<file path="src/bir_fifo.sv">
// Small register queue with occupancy count.
module bir_fifo #(
  parameter int W     = 8,
  parameter int DEPTH = 4
) (
  input  logic                       clk,
  input  logic                       rst_n,
  input  logic                       push,
  input  logic [W-1:0]               din,
  output logic                       full,
  input  logic                       pop,
  output logic [W-1:0]               dout,
  output logic                       empty,
  output logic [$clog2(DEPTH+1)-1:0] level
);
  localparam int PW = $clog2(DEPTH);
  localparam int LW = $clog2(DEPTH + 1);

  logic [W-1:0]  store_r [DEPTH];
  logic [PW-1:0] wr_ptr_r, rd_ptr_r;
  logic [LW-1:0] cnt_r;
  logic          wr_en, rd_en;

  assign full  = (cnt_r == LW'(DEPTH));
  assign empty = (cnt_r == '0);
  assign level = cnt_r;
  assign dout  = store_r[rd_ptr_r];
  assign wr_en = push && !full;
  assign rd_en = pop && !empty;

  // Storage is written only at the tail.
  always_ff @(posedge clk) begin
    if (wr_en) begin
      store_r[wr_ptr_r] <= din;
    end
  end

  // Pointers and count.
  always_ff @(posedge clk) begin
    if (!rst_n) begin
      wr_ptr_r <= '0;
      rd_ptr_r <= '0;
      cnt_r    <= '0;
    end else begin
      if (wr_en) begin
        wr_ptr_r <= (wr_ptr_r == PW'(DEPTH - 1)) ? '0 : wr_ptr_r + 1'b1;
      end
      if (rd_en) begin
        rd_ptr_r <= (rd_ptr_r == PW'(DEPTH - 1)) ? '0 : rd_ptr_r + 1'b1;
      end
      if (wr_en && !rd_en) begin
        cnt_r <= cnt_r + 1'b1;
      end else if (rd_en && !wr_en) begin
        cnt_r <= cnt_r - 1'b1;
      end
    end
  end

endmodule

</file>
<file path="config.mk">
export PLATFORM = sky130hd
export DESIGN_NAME = bir_fifo
export DESIGN_NICKNAME = d
export VERILOG_FILES = /design/src/bir_fifo.sv
export SDC_FILE = /design/constraint.sdc
export NUM_CORES = 1
export LEC_CHECK = 0
export ABC_AREA = 1
export BUFFER_PORTS_ARGS = -buffer_cell sky130_fd_sc_hd__buf_2
export CORE_ASPECT_RATIO = 1.2
export CORE_UTILIZATION = 45
export CTS_BUF_LIST = sky130_fd_sc_hd__clkbuf_8 sky130_fd_sc_hd__clkbuf_16
export DETAILED_ROUTE_END_ITERATION = 10
export GPL_ROUTABILITY_DRIVEN = 0
export GPL_TIMING_DRIVEN = 1
export PLACE_DENSITY = 0.75
export REMOVE_ABC_BUFFERS = 1
export SLEW_MARGIN = 20
export SYNTH_ARGS = -nofsm -noshare
export SYNTH_HDL_FRONTEND = slang
export SYNTH_SLANG_ARGS = --single-unit
</file>
<file path="constraint.sdc">
create_clock -name clk -period 2.5 [get_ports clk]
set_clock_uncertainty 0.1 [all_clocks]
set_input_delay 0.75 -clock clk [delete_from_list [all_inputs] [get_ports clk]]
set_output_delay 0.75 -clock clk [all_outputs]
set_load 0.02 [all_outputs]
</file>
==> flow_metrics.py <==
metrics = {
    "detailed_routing": {
        "routed-via-count": 1142,
        "drtAntennaViolNets": 0,
        "drt-initial-drc-count": 49,
        "viasPerCell": 5.14,
        "drt_pre_antenna_iters": 9,
        "drc_errors": 1,
        "wl_per_cell_um": 13.9,
        "drt_wl_total_um": 3090,
    },
    "timing": {
        "maxSlewViolCount": 0,
        "fin_crit_ns": 2.29,
        "tightest_slew_ns": 0.320,
        "fin_ws_ns": 0.211,
        "max_freq_mhz": 437,
        "setup_viol": 0,
        "rsz0062_at_grt": "false",
        "hold_viol": 0,
        "period_share_pct": 91.5,
        "max_slew_margin_pct": 78.6,
        "setup_tns_ns": 0,
    },
    "placed_design": {
        "dpl_cell_area_um2": 1880,
        "portBuffers": 24,
        "dp_cells": 214,
        "dp_hpwl_um": 2210,
        "place_ws_ns": 0.310,
    },
    "clock_network": {
        "cts_hold_buf": 0,
        "clock_sink_count": 41,
        "clk_latency_ns": 0.29,
        "cts.repair.resized": 0,
        "clock_tree.buffer_depth": 2,
        "htree_levels": 2,
        "cts_tree": "yes",
        "post-cts-setup-buffers": 0,
        "cts.clk_slew.worst_paths_ns": 0.06,
        "cts_root_buf": "clkbuf_8",
        "numCtsBuffers": 5,
    },
    "setup_path": {
        "rrSetupSlack_ns": 0.51,
        "crit-reg2reg-launch": "level[1]",
        "startpoint_type": "register",
        "crit_type": "register to primary output",
        "r2r_cells": 12,
        "arrival_ns": 1.44,
        "endpoint_kind": "primary output",
        "worstPathMaxFanout": 9,
        "r2r_end": "level[2]",
        "required_ns": 1.65,
    },
    "yosys": {
        "ys_ff_latch": 41,
        "synth-compound-area-share_pct": 9.53,
        "synth_seq_area_share_pct": 67.4,
        "synth-edff-count": 32,
        "synth_ff_type": "edfxtp_1",
        "synthAdderAreaFrac_pct": 5.62,
        "synth_xor_area_share_pct": 0,
        "synth_cell_types": 18,
        "synth_area_per_cell_um2": 11.4,
        "synth_top_family_by_area": "simple AND/OR/NAND/NOR gates",
        "syn_inst": 148,
        "async_flop_share_pct": 0,
        "ys.warnings.count": 0,
        "synth_mux_area_share_pct": 0,
        "synth_simple_gate_area_share_pct": 11.9,
        "synth.cell_area_um2": 1690,
    },
    "final_layout": {
        "design_area_um2": 1960,
        "layout.nets": 201,
        "drive_gt1_share_pct": 21.9,
        "fin_cells": 222,
        "diodes": 0,
        "final_common_cell": "nor2_1",
        "syn_to_final_growth_pct": 15.7,
        "layout.cells.most_common_list": "33 x nor2_1, 32 x edfxtp_1, 24 x buf_2, 20 x inv_1",
    },
    "power": {
        "p_int_uw": 1300,
        "pwr-share-clk_pct": 18.7,
        "power_density_nw_per_um2": 1070,
        "power.leakage_uw": 0.000822,
        "pwr-share-seq_pct": 44.7,
        "power.switching_uw": 793,
        "ir_drop_uv": 584,
        "comb_power_share_pct": 36.6,
        "switching_share_pct": 37.9,
    },
    "die": {
        "rows": 24,
        "die_w_um": 58.0,
        "core_area_um2": 3600,
        "dieArea_um2": 4010,
        "io_pins": 25,
        "dieHeight_um": 69.2,
        "start_util_pct": 47.0,
    },
    "hold_path": {
        "hold_depth": 2,
        "whs_endpoint": "level[0]",
        "hold_start": "level[0]",
        "hold_path_class": "register to register",
    },
    "global_route": {
        "grt.overflow.total": 0,
        "grt_start_max_net_pins": 17,
        "grt_pass1_vias": 1155,
        "antenna_found_initial": 0,
        "track_usage_pct": 17.6,
        "grt_pass1_wl_um": 5100,
    },
    "status": {
        "violations": "design-rule violations",
        "outcome": "finished, violations left",
    },
    "job": {
        "drv_cap": 0,
    },
}
[layout make-up]
type / count / area (um^2)
clock buffer: 5 / 68.8
clock inverter: 3 / 11.3
fill: 320 / 1650
inverter: 19 / 71.3
multi-input combinational: 86 / 458
sequential: 41 / 1140
tap: 39 / 48.8
timing repair buffer: 29 / 158
[how the worst max path moves through the flow]
stage | start | end | slack, ns | cells past startpoint
finish | register | dout[7] | 0.21 | 4
detailed placement | push | level[1] | 0.31 | 8
floorplan | push | level[1] | 0.53 | 7
global placement | push | level[1] | 0.37 | 8
global route | register | dout[7] | 0.04 | 4
CTS | register | dout[7] | 0.14 | 4
[flip-flops by register name (all words and copies together) (netlist names), named ones only]
register,count
level,3
rd_ptr_r,2
store_r,32
wr_ptr_r,2
[power by group through the flow]
stage               clock network [uW]  logic [uW]  registers, uW
detailed placement                   0         773            949
global route                       428         872            947
global placement                     0         728            939
finish                             392         765            934
CTS                                400         775            935
floorplan                            0         490            960
[through the flow]
stage	total power (uW)	hold WS, ns	util [%]
after CTS	2110	0.449	54.3
after global routing	2250	0.482	54.3
final	2090	0.445	54.3
after floorplan	1450	0.401	-
after detailed placement	1720	0.435	52.1
after global placement	1670	0.410	52.1
[logic make-up (layout without fill, tap and decap cells)]
| group | Yosys count | count (layout) |
|---|---|---|
| and+or+nand+nor | 51 | 51 |
| adders and majority gates | 7 | 7 |
| AOI/OAI and AO/OA | 28 | 28 |
| DFF | 41 | 41 |
| buffers and inverters | 21 | 56 |
[worst max-delay path, stage by stage, from the launching register on]
cell	delay, ns
dfxtp_1	0.41
inv_1	0.28
o21ai_0	0.15
o22ai_1	0.13
buf_2	0.19
[layer usage]
metal | part of all wire [%] | global-route usage, %
met5 | 0 | 0
met4 | 1.8 | 8.99
met3 | 4.2 | 6.16
met2 | 55 | 30.9
met1 | 39 | 17.9
[synth_stat cells (2+ instances only)]
cell type	instances	area share, %
edfxtp_1	32	57
o21ai_0	14	4.1
nor2_1	33	7.3
nand2_1	14	3.1
buf_6	2	1.3
dfxtp_1	9	11
o21ai_2	3	1.6
a21oi_1	2	0.59
inv_1	18	4.0
o22ai_1	8	3.0
ha_1	6	4.4
Power figures use the tool's default switching activity.
