## src/bir_pkg.sv

```systemverilog
// Shared types and constants of the bilinear image rescaler.
package bir_pkg;

  // Field widths fixed by the channel definitions.
  localparam int COORD_W  = 9;
  localparam int DIM_W    = 10;
  localparam int FRAC_W   = 8;
  localparam int POS_W    = DIM_W + FRAC_W;
  localparam int PROD_W   = COORD_W + DIM_W;
  localparam int RECIP_N  = PROD_W + FRAC_W;
  localparam int RECIP_W  = RECIP_N + 1;
  localparam int CFG_IDX_W  = 2;
  localparam int CFG_DATA_W = DIM_W;

  // Queue depths between the parts.
  localparam int CMD_DEPTH = 4;
  localparam int OQ_DEPTH  = 4;
  localparam int OQ_LVL_W  = $clog2(OQ_DEPTH + 1);

  // Configuration register indexes.
  localparam logic [CFG_IDX_W-1:0] CFG_SRC_WIDTH    = 2'd0;
  localparam logic [CFG_IDX_W-1:0] CFG_SRC_HEIGHT   = 2'd1;
  localparam logic [CFG_IDX_W-1:0] CFG_SRC_CHANNELS = 2'd2;
  localparam logic [CFG_IDX_W-1:0] CFG_VFLIP        = 2'd3;

  typedef enum logic {
    KIND_STORE   = 1'b0,
    KIND_REQUEST = 1'b1
  } kind_t;

  // One pixel, channel 0 in the low byte.
  typedef logic [2:0][7:0] pix_t;

  typedef struct packed {
    kind_t              kind;
    logic [COORD_W-1:0] coord_x;
    logic [COORD_W-1:0] coord_y;
    logic [7:0]         sample_c0;
    logic [7:0]         sample_c1;
    logic [7:0]         sample_c2;
  } in_word_t;

  typedef struct packed {
    logic [15:0] out_c0;
    logic [15:0] out_c1;
    logic [15:0] out_c2;
  } out_word_t;

  // Command from the front to the back: a store or four neighbour reads.
  typedef struct packed {
    kind_t             kind;
    logic [DIM_W-1:0]  x0;
    logic [DIM_W-1:0]  x1;
    logic [DIM_W-1:0]  y0;
    logic [DIM_W-1:0]  y1;
    logic [FRAC_W-1:0] fx;
    logic [FRAC_W-1:0] fy;
    pix_t              pix;
  } cmd_t;

endpackage

```

## src/bir_front.sv

```systemverilog
// Front part: accepts words, drops out-of-range ones and maps requests to source positions.
module bir_front
  import bir_pkg::*;
#(
  parameter int MAX_WIDTH  = 512,
  parameter int MAX_HEIGHT = 512,
  parameter int OUT_WIDTH  = 256,
  parameter int OUT_HEIGHT = 256
) (
  input  logic             clk,
  input  logic             rst_n,
  input  logic             push,
  input  in_word_t         in_word,
  output logic             full,
  input  logic [DIM_W-1:0] src_width,
  input  logic [DIM_W-1:0] src_height,
  input  logic             vflip,
  output logic             cmd_push,
  output cmd_t             cmd_word,
  input  logic             cmd_full
);
  // Saturation limits for the size registers.
  localparam logic [DIM_W-1:0] MAXW_C = (MAX_WIDTH > 1023) ? 10'd1023 : 10'(MAX_WIDTH);
  localparam logic [DIM_W-1:0] MAXH_C = (MAX_HEIGHT > 1023) ? 10'd1023 : 10'(MAX_HEIGHT);

  // Reciprocals for the divisions by the output grid size.
  localparam int XL = $clog2(OUT_WIDTH);
  localparam int YL = $clog2(OUT_HEIGHT);
  localparam int XS = RECIP_N + XL;
  localparam int YS = RECIP_N + YL;
  localparam logic [RECIP_W-1:0] XM =
    RECIP_W'((64'd1 << XS) / 64'(OUT_WIDTH) + 64'd1);
  localparam logic [RECIP_W-1:0] YM =
    RECIP_W'((64'd1 << YS) / 64'(OUT_HEIGHT) + 64'd1);
  localparam int MW = PROD_W + RECIP_W;

  logic [DIM_W-1:0] w_eff, h_eff;
  logic             keep, accept;
  logic             go1, go2, go3, free1, free2, free3;

  logic               s1_v_r, s2_v_r, s3_v_r;
  kind_t              s1_kind_r, s2_kind_r, s3_kind_r;
  logic [COORD_W-1:0] s1_cx_r, s1_cy_r, s2_cx_r, s2_cy_r, s3_cx_r, s3_cy_r;
  pix_t               s1_pix_r, s2_pix_r, s3_pix_r;
  logic [PROD_W-1:0]  s2_px_r, s2_py_r;
  logic [POS_W-1:0]   s3_xp_r, s3_yp_r;

  logic [PROD_W-1:0] px_nxt, py_nxt;
  logic [MW-1:0]     mx, my;
  logic [POS_W-1:0]  yf, xmax, ymax, xc, yc;
  logic [DIM_W-1:0]  x0, y0;

  // Effective image size: zero reads as one, large values saturate.
  always_comb begin
    if (src_width == '0) begin
      w_eff = DIM_W'(1);
    end else if (src_width > MAXW_C) begin
      w_eff = MAXW_C;
    end else begin
      w_eff = src_width;
    end
    if (src_height == '0) begin
      h_eff = DIM_W'(1);
    end else if (src_height > MAXH_C) begin
      h_eff = MAXH_C;
    end else begin
      h_eff = src_height;
    end
  end

  // Classification: stores must hit the memory, requests the output grid.
  always_comb begin
    if (in_word.kind == KIND_REQUEST) begin
      keep = (32'(in_word.coord_x) < OUT_WIDTH) && (32'(in_word.coord_y) < OUT_HEIGHT);
    end else begin
      keep = (32'(in_word.coord_x) < MAX_WIDTH) && (32'(in_word.coord_y) < MAX_HEIGHT);
    end
  end

  // Stall chain of the three stages.
  assign go3    = s3_v_r && !cmd_full;
  assign free3  = !s3_v_r || go3;
  assign go2    = s2_v_r && free3;
  assign free2  = !s2_v_r || go2;
  assign go1    = s1_v_r && free2;
  assign free1  = !s1_v_r || go1;
  assign full   = !free1;
  assign accept = push && free1;

  // Products of output coordinate and image size.
  assign px_nxt = {10'b0, s1_cx_r} * {9'b0, w_eff};
  assign py_nxt = {10'b0, s1_cy_r} * {9'b0, h_eff};

  // Scaling by 256 and division by the grid size through the reciprocal.
  assign mx = MW'(s2_px_r) * MW'(XM);
  assign my = MW'(s2_py_r) * MW'(YM);

  // Valid bits.
  always_ff @(posedge clk) begin
    if (!rst_n) begin
      s1_v_r <= 1'b0;
      s2_v_r <= 1'b0;
      s3_v_r <= 1'b0;
    end else begin
      if (accept) begin
        s1_v_r <= keep;
      end else if (go1) begin
        s1_v_r <= 1'b0;
      end
      if (free2) begin
        s2_v_r <= s1_v_r;
      end
      if (free3) begin
        s3_v_r <= s2_v_r;
      end
    end
  end

  // Stage payloads.
  always_ff @(posedge clk) begin
    if (accept) begin
      s1_kind_r <= in_word.kind;
      s1_cx_r   <= in_word.coord_x;
      s1_cy_r   <= in_word.coord_y;
      s1_pix_r  <= {in_word.sample_c2, in_word.sample_c1, in_word.sample_c0};
    end
    if (free2) begin
      s2_kind_r <= s1_kind_r;
      s2_cx_r   <= s1_cx_r;
      s2_cy_r   <= s1_cy_r;
      s2_pix_r  <= s1_pix_r;
      s2_px_r   <= px_nxt;
      s2_py_r   <= py_nxt;
    end
    if (free3) begin
      s3_kind_r <= s2_kind_r;
      s3_cx_r   <= s2_cx_r;
      s3_cy_r   <= s2_cy_r;
      s3_pix_r  <= s2_pix_r;
      s3_xp_r   <= mx[XS-FRAC_W +: POS_W];
      s3_yp_r   <= my[YS-FRAC_W +: POS_W];
    end
  end

  // Mirror, clamp to the last row or column, and pick the neighbours.
  always_comb begin
    xmax = {w_eff - 1'b1, 8'b0};
    ymax = {h_eff - 1'b1, 8'b0};
    yf   = vflip ? ({h_eff, 8'b0} - s3_yp_r) : s3_yp_r;
    xc   = (s3_xp_r > xmax) ? xmax : s3_xp_r;
    yc   = (yf > ymax) ? ymax : yf;
    x0   = xc[POS_W-1:FRAC_W];
    y0   = yc[POS_W-1:FRAC_W];

    cmd_word.kind = s3_kind_r;
    cmd_word.pix  = s3_pix_r;
    if (s3_kind_r == KIND_REQUEST) begin
      cmd_word.x0 = x0;
      cmd_word.y0 = y0;
      cmd_word.x1 = (({1'b0, x0} + 1'b1) < {1'b0, w_eff}) ? x0 + 1'b1 : x0;
      cmd_word.y1 = (({1'b0, y0} + 1'b1) < {1'b0, h_eff}) ? y0 + 1'b1 : y0;
      cmd_word.fx = xc[FRAC_W-1:0];
      cmd_word.fy = yc[FRAC_W-1:0];
    end else begin
      cmd_word.x0 = {1'b0, s3_cx_r};
      cmd_word.y0 = {1'b0, s3_cy_r};
      cmd_word.x1 = {1'b0, s3_cx_r};
      cmd_word.y1 = {1'b0, s3_cy_r};
      cmd_word.fx = '0;
      cmd_word.fy = '0;
    end
  end

  assign cmd_push = s3_v_r;

endmodule

```

## config.mk

```make
export PLATFORM = sky130hd
export DESIGN_NAME = bir_front
export DESIGN_NICKNAME = d
export VERILOG_FILES = /design/src/bir_pkg.sv /design/src/bir_front.sv
export SDC_FILE = /design/constraint.sdc
export NUM_CORES = 1
export LEC_CHECK = 0
export ABC_AREA = 1
export BUFFER_PORTS_ARGS = -buffer_cell sky130_fd_sc_hd__buf_2
export CAP_MARGIN = 5
export CORE_MARGIN = 1
export CORE_UTILIZATION = 50
export DETAILED_ROUTE_END_ITERATION = 7
export GPL_ROUTABILITY_DRIVEN = 0
export PLACE_DENSITY = 0.69
export SLEW_MARGIN = 10
export SYNTH_ARGS = -nofsm -noshare
export SYNTH_HDL_FRONTEND = slang
export SYNTH_SLANG_ARGS = --single-unit
```

## constraint.sdc

```tcl
create_clock -name clk -period 6.3 [get_ports clk]
set_input_delay 0.315 -clock clk [delete_from_list [all_inputs] [get_ports clk]]
set_output_delay 0.315 -clock clk [all_outputs]
set_load 0.02 [all_outputs]
```

==> results.sh, run 1 <==
export IMPL_outcome="complete, no violations"
export IMPL_hold_class="in2reg"
export IMPL_slew_viol_final=0
export IMPL_finalSetupViolCount=0
export IMPL_arrival_ps=5740
export IMPL_grt_pass1_vias=11700
export IMPL_fin_tns_setup_ps=0
export IMPL_drt_iter0_drc=979
export IMPL_r2r_end="s2_py_r[16]$_DFFE_PP_"
export IMPL_fin_cells=2330
export IMPL_ys_seq_area_frac=0.393
export IMPL_numPlacedInstances=2237
export IMPL_power_density_nw_per_um2=358
export IMPL_die_area_sq_um=31700
export IMPL_reg2reg_from="s1_cy_r[2]$_DFFE_PP_"
export IMPL_cts_tree="yes"
export IMPL_rsz0062_at_grt="true"
export IMPL_wl_per_cell_microns=16.4
export IMPL_slew_headroom=0.255
export IMPL_clock_latency_ps=500
export IMPL_total_power_mw=6.58
export IMPL_syn2layout_area_growth_pct=18.6
export IMPL_holdPathStages=1
export IMPL_fp_dieH_microns=178
export IMPL_fin_nets=2224
export IMPL_critical_path_class="in2out"
export IMPL_row_count=64
export IMPL_slowest_delay_ps=270
export IMPL_place_area_sq_um=16900
export IMPL_synth_cells=1685
export IMPL_start_util=0.508
export IMPL_grt_max_degree=82
export IMPL_worstSetupEndpointType="primary output"
export IMPL_pre_cts_ws_ps=28.5
export IMPL_ant_nets=0
export IMPL_synth_edf_count=201
export IMPL_crit_slowest_cell="ha_1"
export IMPL_required_ps=5980
export IMPL_period_share=0.962
export IMPL_async_reset_ff_frac=0
export IMPL_cts_buffer_depth=3
export IMPL_core_sq_um=30500
export IMPL_vias_per_cell=5.29
export IMPL_drc=0
export IMPL_dr_total_vias=12300
export IMPL_period_needed_ps=6060
export IMPL_skew_ps=12.1
export IMPL_h_tree_depth=1
export IMPL_antenna_found_initial=2
export IMPL_port_buffer_count=150
export IMPL_dpl_hpwl_mm=28.8
export IMPL_hold_viol_final=0
export IMPL_synth_cell_types=51
export IMPL_grt_use_met2=0.387
export IMPL_final_cell_mix="nand2_1 (386), inv_1 (290), edfxtp_1 (201)"
export IMPL_irDropWorstVdd_mv=0.213
export IMPL_layout_commonest_cell="nand2_1"
export IMPL_grt_busiest_layer="met2"
export IMPL_drive_above_1_share=0.181
export IMPL_r2r_slack_ps=1200
export IMPL_wl_mm=38.3
export IMPL_max_freq_ghz=0.165
export IMPL_worst_pin_slew_ps=1120
export IMPL_grt_util_met1=0.337
export IMPL_start_kind="primary input"
export IMPL_worstRegToRegCells=20
export IMPL_grt_pass1_wl_mm=59.1
export IMPL_maxCapViolations=0
export IMPL_clkSinkCount=204
export IMPL_ys_warn_count=0
export IMPL_drtPass1Iterations=5
export IMPL_worst_slack_ps=240
export IMPL_crit_top_cell="nand2_1"
export IMPL_clkTransAtPathRegs_ps=50
export IMPL_ios=151
export IMPL_cts_root_buf="clkbuf_16"
export IMPL_gr_usage_met3=0.0407
export IMPL_grt_ovfl_total=0
export IMPL_synth_ff_type="edfxtp_1"
export IMPL_crit_fanout=7
export IMPL_fillers=2557
export IMPL_leakage_nw=9.17
export IMPL_cts_made_buffers=22
export IMPL_avgSynthCellArea_sq_um=9.20
export IMPL_min_to="s1_cx_r[4]$_DFFE_PP_"
export IMPL_final_cell_area_sq_um=18400
export IMPL_ys_ff_latch=204
export IMPL_track_usage=0.240
export IMPL_synth_cell_area_sq_um=15500
export IMPL_die_w_microns=178
export IMPL_worstHoldStart="in_word[37]"
## how the worst max path moves through the flow
stage / startpoint / to / slack [ps] / cells after the start
2_1_floorplan: cmd_push$_SDFFE_PN0P_ / s1_cx_r[0]$_DFFE_PP_ / 300 / 5
5_1_grt: src_height[3] / cmd_word[43] / -140 / 49
3_5_place_dp: src_height[2] / cmd_word[44] / 30 / 48
4_1_cts: s3_yp_r[12]$_DFFE_PP_ / cmd_word[44] / 9 / 44
3_3_place_gp: src_height[2] / cmd_word[49] / 260 / 48
6_report: src_height[2] / cmd_word[43] / 240 / 45
## flip-flops by register name (all words and copies together) (netlist names), 9 cells and up
name,cells
s1_cx_r,9
s3_cx_r,9
s2_cy_r,9
s2_px_r,18
s1_pix_r,24
cmd_word,24
s2_pix_r,24
s3_yp_r,18
s1_cy_r,9
s2_py_r,18
s3_cy_r,9
s3_xp_r,18
s2_cx_r,9
## cell families (layout without fill, tap and decap cells)
kind of cell | count (synthesis) | count (layout) | share of synthesized area
buf+inv | 346 | 592 | 0.0876
flops | 204 | 204 | 0.393
simple gates | 735 | 735 | 0.204
fa+ha+maj | 238 | 238 | 0.246
compound gates | 121 | 121 | 0.0457
other cells | 1 | 4 | 0.000242
xor+xnor | 40 | 40 | 0.0226
## area by class of cell
| type | instances | area (sq um) | share of cell area |
|---|---|---|---|
| multi-input combinational | 1136 | 8350 | 0.454 |
| inverter | 314 | 1180 | 0.0644 |
| sequential | 204 | 6100 | 0.332 |
| tap | 396 | 495 | 0.0270 |
| clock buffer | 23 | 576 | 0.0313 |
| timing repair buffer | 240 | 1540 | 0.0837 |
| antenna | 2 | 5.00 | 0.000272 |
| clock inverter | 15 | 133 | 0.00722 |
## metal layers
metal,part of all wire,wire length [microns]
met5,0,0
met1,0.44,16600
met2,0.46,17600
met3,0.083,3190
met4,0.021,787
## per-stage QoR
step / utilization / hold WS [ps]
floorplan: - / 400
global placement: 0.553 / 400
detailed placement: 0.553 / 405
CTS: 0.589 / 1.53
global route: 0.602 / 4.32
finish: 0.602 / 18.5
## cells in the mapped netlist (all sizes together) (2+ instances only)
library cell	number	share of area
a211oi	3	0.0015
a21boi	2	0.00097
a21oi	54	0.018
and2	3	0.0012
buf	19	0.0082
clkbuf	13	0.0031
clkinv	2	0.00056
dfxtp	3	0.0039
edfxtp	201	0.39
fa	112	0.14
ha	126	0.10
inv	312	0.076
nand2	422	0.11
nand3	104	0.035
nand3b	7	0.0042
nand4	18	0.0077
nor2	160	0.042
nor3	16	0.0055
o211ai	2	0.00097
o21a	2	0.00097
o21ai	48	0.018
o21bai	3	0.0015
o221ai	2	0.0011
or2	5	0.0020
xnor2	9	0.0051
xor2	31	0.018
## power breakdown
group | internal [mW] | total, mW | switching [mW]
clock network | 0.743 | 1.26 | 0.520
logic | 1.28 | 3.39 | 2.12
registers | 1.79 | 1.92 | 0.125
## critical path, delay by kind of cell
kind	cells	cell delay, ps
simple gates	29	2810
fa+ha+maj	4	930
buf+inv	7	780
compound gates	4	670
xor+xnor	1	200
## timing repair
item | 4_1_cts | 5_1_grt
pin swaps | 1 | 28
cloned | 0 | 0
endpoints found under the hold margin | 38 | 1
resized for setup | 1 | 65
endpoints found under the setup margin | 9 | 18
hold buffers | 38 | 1
buffers inserted | 0 | 14
No activity file was read; power rests on OpenSTA's default activity.
==> run 2, diff against run 1 <==
--- a/config.mk
+++ b/config.mk
@@ -12,7 +12,7 @@
 export CORE_UTILIZATION = 50
 export DETAILED_ROUTE_END_ITERATION = 7
 export GPL_ROUTABILITY_DRIVEN = 0
-export PLACE_DENSITY = 0.69
+export PLACE_DENSITY = 0.66
 export SLEW_MARGIN = 10
 export SYNTH_ARGS = -nofsm -noshare
 export SYNTH_HDL_FRONTEND = slang
==> constraint.sdc (replaced) <==
create_clock -name clk -period 7.45 [get_ports clk]
set_input_delay 0.3725 -clock clk [delete_from_list [all_inputs] [get_ports clk]]
set_output_delay 0.3725 -clock clk [all_outputs]
set_load 0.02 [all_outputs]
==> run 2 against run 1 <==
Effect of this change:
- largest cell class unchanged
- highest routed layer is now met5
- hold slack better by 16 ps
- critical endpoint is now cmd_word[44]
- register-to-register slack better by 1000 ps
- clock power is 15% lower
==> results.sh, run 2 (synthesis results as in run 1) <==
export IMPL_reg2reg_from="s1_cy_r[7]$_DFFE_PP_"
export IMPL_cts_made_buffers=22
export IMPL_worstRegToRegCells=20
export IMPL_min_to="s1_cx_r[2]$_DFFE_PP_"
export IMPL_slew_headroom=0.265
export IMPL_hold_viol_final=0
export IMPL_track_usage=0.235
export IMPL_clkSinkCount=204
export IMPL_crit_fanout=15
export IMPL_critical_path_class="in2out"
export IMPL_antenna_found_initial=4
export IMPL_final_cell_area_sq_um=17400
export IMPL_fin_nets=2150
export IMPL_hold_class="in2reg"
export IMPL_die_area_sq_um=31700
export IMPL_drt_iter0_drc=790
export IMPL_syn2layout_area_growth_pct=12.6
export IMPL_start_util=0.508
export IMPL_total_power_mw=5.24
export IMPL_skew_ps=23.4
export IMPL_clock_latency_ps=510
export IMPL_place_area_sq_um=16700
export IMPL_finalSetupViolCount=0
export IMPL_layout_commonest_cell="nand2_1"
export IMPL_r2r_slack_ps=2210
export IMPL_numPlacedInstances=2214
export IMPL_grt_max_degree=82
export IMPL_start_kind="primary input"
export IMPL_worstSetupEndpointType="primary output"
export IMPL_row_count=64
export IMPL_grt_pass1_vias=11400
export IMPL_cts_root_buf="clkbuf_16"
export IMPL_r2r_end="s2_py_r[17]$_DFFE_PP_"
export IMPL_wl_per_cell_microns=16.1
export IMPL_grt_ovfl_total=0
export IMPL_wl_mm=36.3
export IMPL_fillers=2718
export IMPL_dr_total_vias=11700
export IMPL_worst_pin_slew_ps=1100
export IMPL_clkTransAtPathRegs_ps=60
export IMPL_timing_hold_ws_ps=34.6
export IMPL_drive_above_1_share=0.145
export IMPL_worstHoldStart="in_word[35]"
export IMPL_crit_slowest_cell="a21oi_1"
export IMPL_irDropWorstVdd_mv=0.206
export IMPL_holdPathStages=1
export IMPL_crit_top_cell="nand2_1"
export IMPL_required_ps=7080
export IMPL_die_w_microns=178
export IMPL_cts_tree="yes"
export IMPL_outcome="complete, no violations"
export IMPL_grt_pass1_wl_mm=57.8
export IMPL_dpl_hpwl_mm=28.3
export IMPL_max_freq_ghz=0.147
export IMPL_period_share=0.913
export IMPL_cts_buffer_depth=3
export IMPL_slew_viol_final=0
export IMPL_leakage_nw=8.84
export IMPL_final_cell_mix="nand2_1 (404), inv_1 (294), edfxtp_1 (201)"
export IMPL_fp_dieH_microns=178
export IMPL_drtPass1Iterations=5
export IMPL_ios=151
export IMPL_period_needed_ps=6800
export IMPL_h_tree_depth=1
export IMPL_ant_nets=0
export IMPL_slowest_delay_ps=320
export IMPL_core_sq_um=30500
export IMPL_fin_cells=2259
export IMPL_drc=0
export IMPL_fin_util=0.572
export IMPL_arrival_ps=6430
export IMPL_power_density_nw_per_um2=300
export IMPL_vias_per_cell=5.19
export IMPL_port_buffer_count=150
export IMPL_maxCapViolations=0
[run 2: cell count changes in the layout (fill, tap and decap cells not counted), moves of 5 or more]
cell           previous run  this run
nor2_1                  143       148
nand2_2                  28        12
dlygate4sd3_1            39         0
nand2_1                 386       404
ha_4                     11         0
buf_4                    52        16
ha_1                    115       126
[run 2: stage by stage]
stage / setup slack, ps / TNS, ps
detailed placement: 532 / 0
CTS: 499 / 0
finish: 646 / 0
global placement: 855 / 0
global route: -15.8 / -15.8
floorplan: 749 / 0
[run 2: where the power goes]
| group | switching [mW] | internal, mW | total [mW] |
|---|---|---|---|
| Sequential | 0.111 | 1.52 | 1.63 |
| Clock | 0.433 | 0.635 | 1.07 |
| Combinational | 1.65 | 0.891 | 2.54 |
| Total | 2.20 | 3.04 | 5.24 |
[run 2: area by class of cell]
type | instances | area, sq um | area share
Timing Repair Buffer | 166 | 871 | 0.0499
Multi-Input combinational cell | 1136 | 8080 | 0.463
Tap cell | 396 | 495 | 0.0284
Clock buffer | 27 | 591 | 0.0338
Sequential cell | 204 | 6100 | 0.349
Antenna cell | 3 | 7.51 | 0.000430
Inverter | 314 | 1180 | 0.0678
Clock inverter | 13 | 124 | 0.00710
[run 2: per-layer routing]
layer	up-vias	track usage	wire length [microns]
li1	5711	-	-
met1	5509	0.337	16400
met2	429	0.366	16200
met3	65	0.0426	2880
met4	2	0.0609	795
met5	-	0	8
[run 2: how the worst max path moves through the flow]
stage	start	end	slack, ps	cells after the start
global placement	src_height[2]	cmd_word[49]	860	48
detailed placement	src_height[2]	cmd_word[46]	530	48
floorplan	cmd_push$_SDFFE_PN0P_	s1_cx_r[0]$_DFFE_PP_	750	5
CTS	src_height[2]	cmd_word[46]	500	48
finish	src_height[2]	cmd_word[44]	650	42
global route	src_height[2]	cmd_word[46]	-20	48
[run 2: repair_timing]
item,CTS,global route
gates resized for setup,0,6
setup endpoints to repair,0,10
buffers inserted,0,2
hold buffers,0,0
[run 2: worst max-delay path, delay by kind of cell]
kind            cells  cell delay, ps
fa+ha+maj           4            1110
compound gates      6            1250
xor+xnor            1             220
simple gates       26            2850
buf+inv             5             600
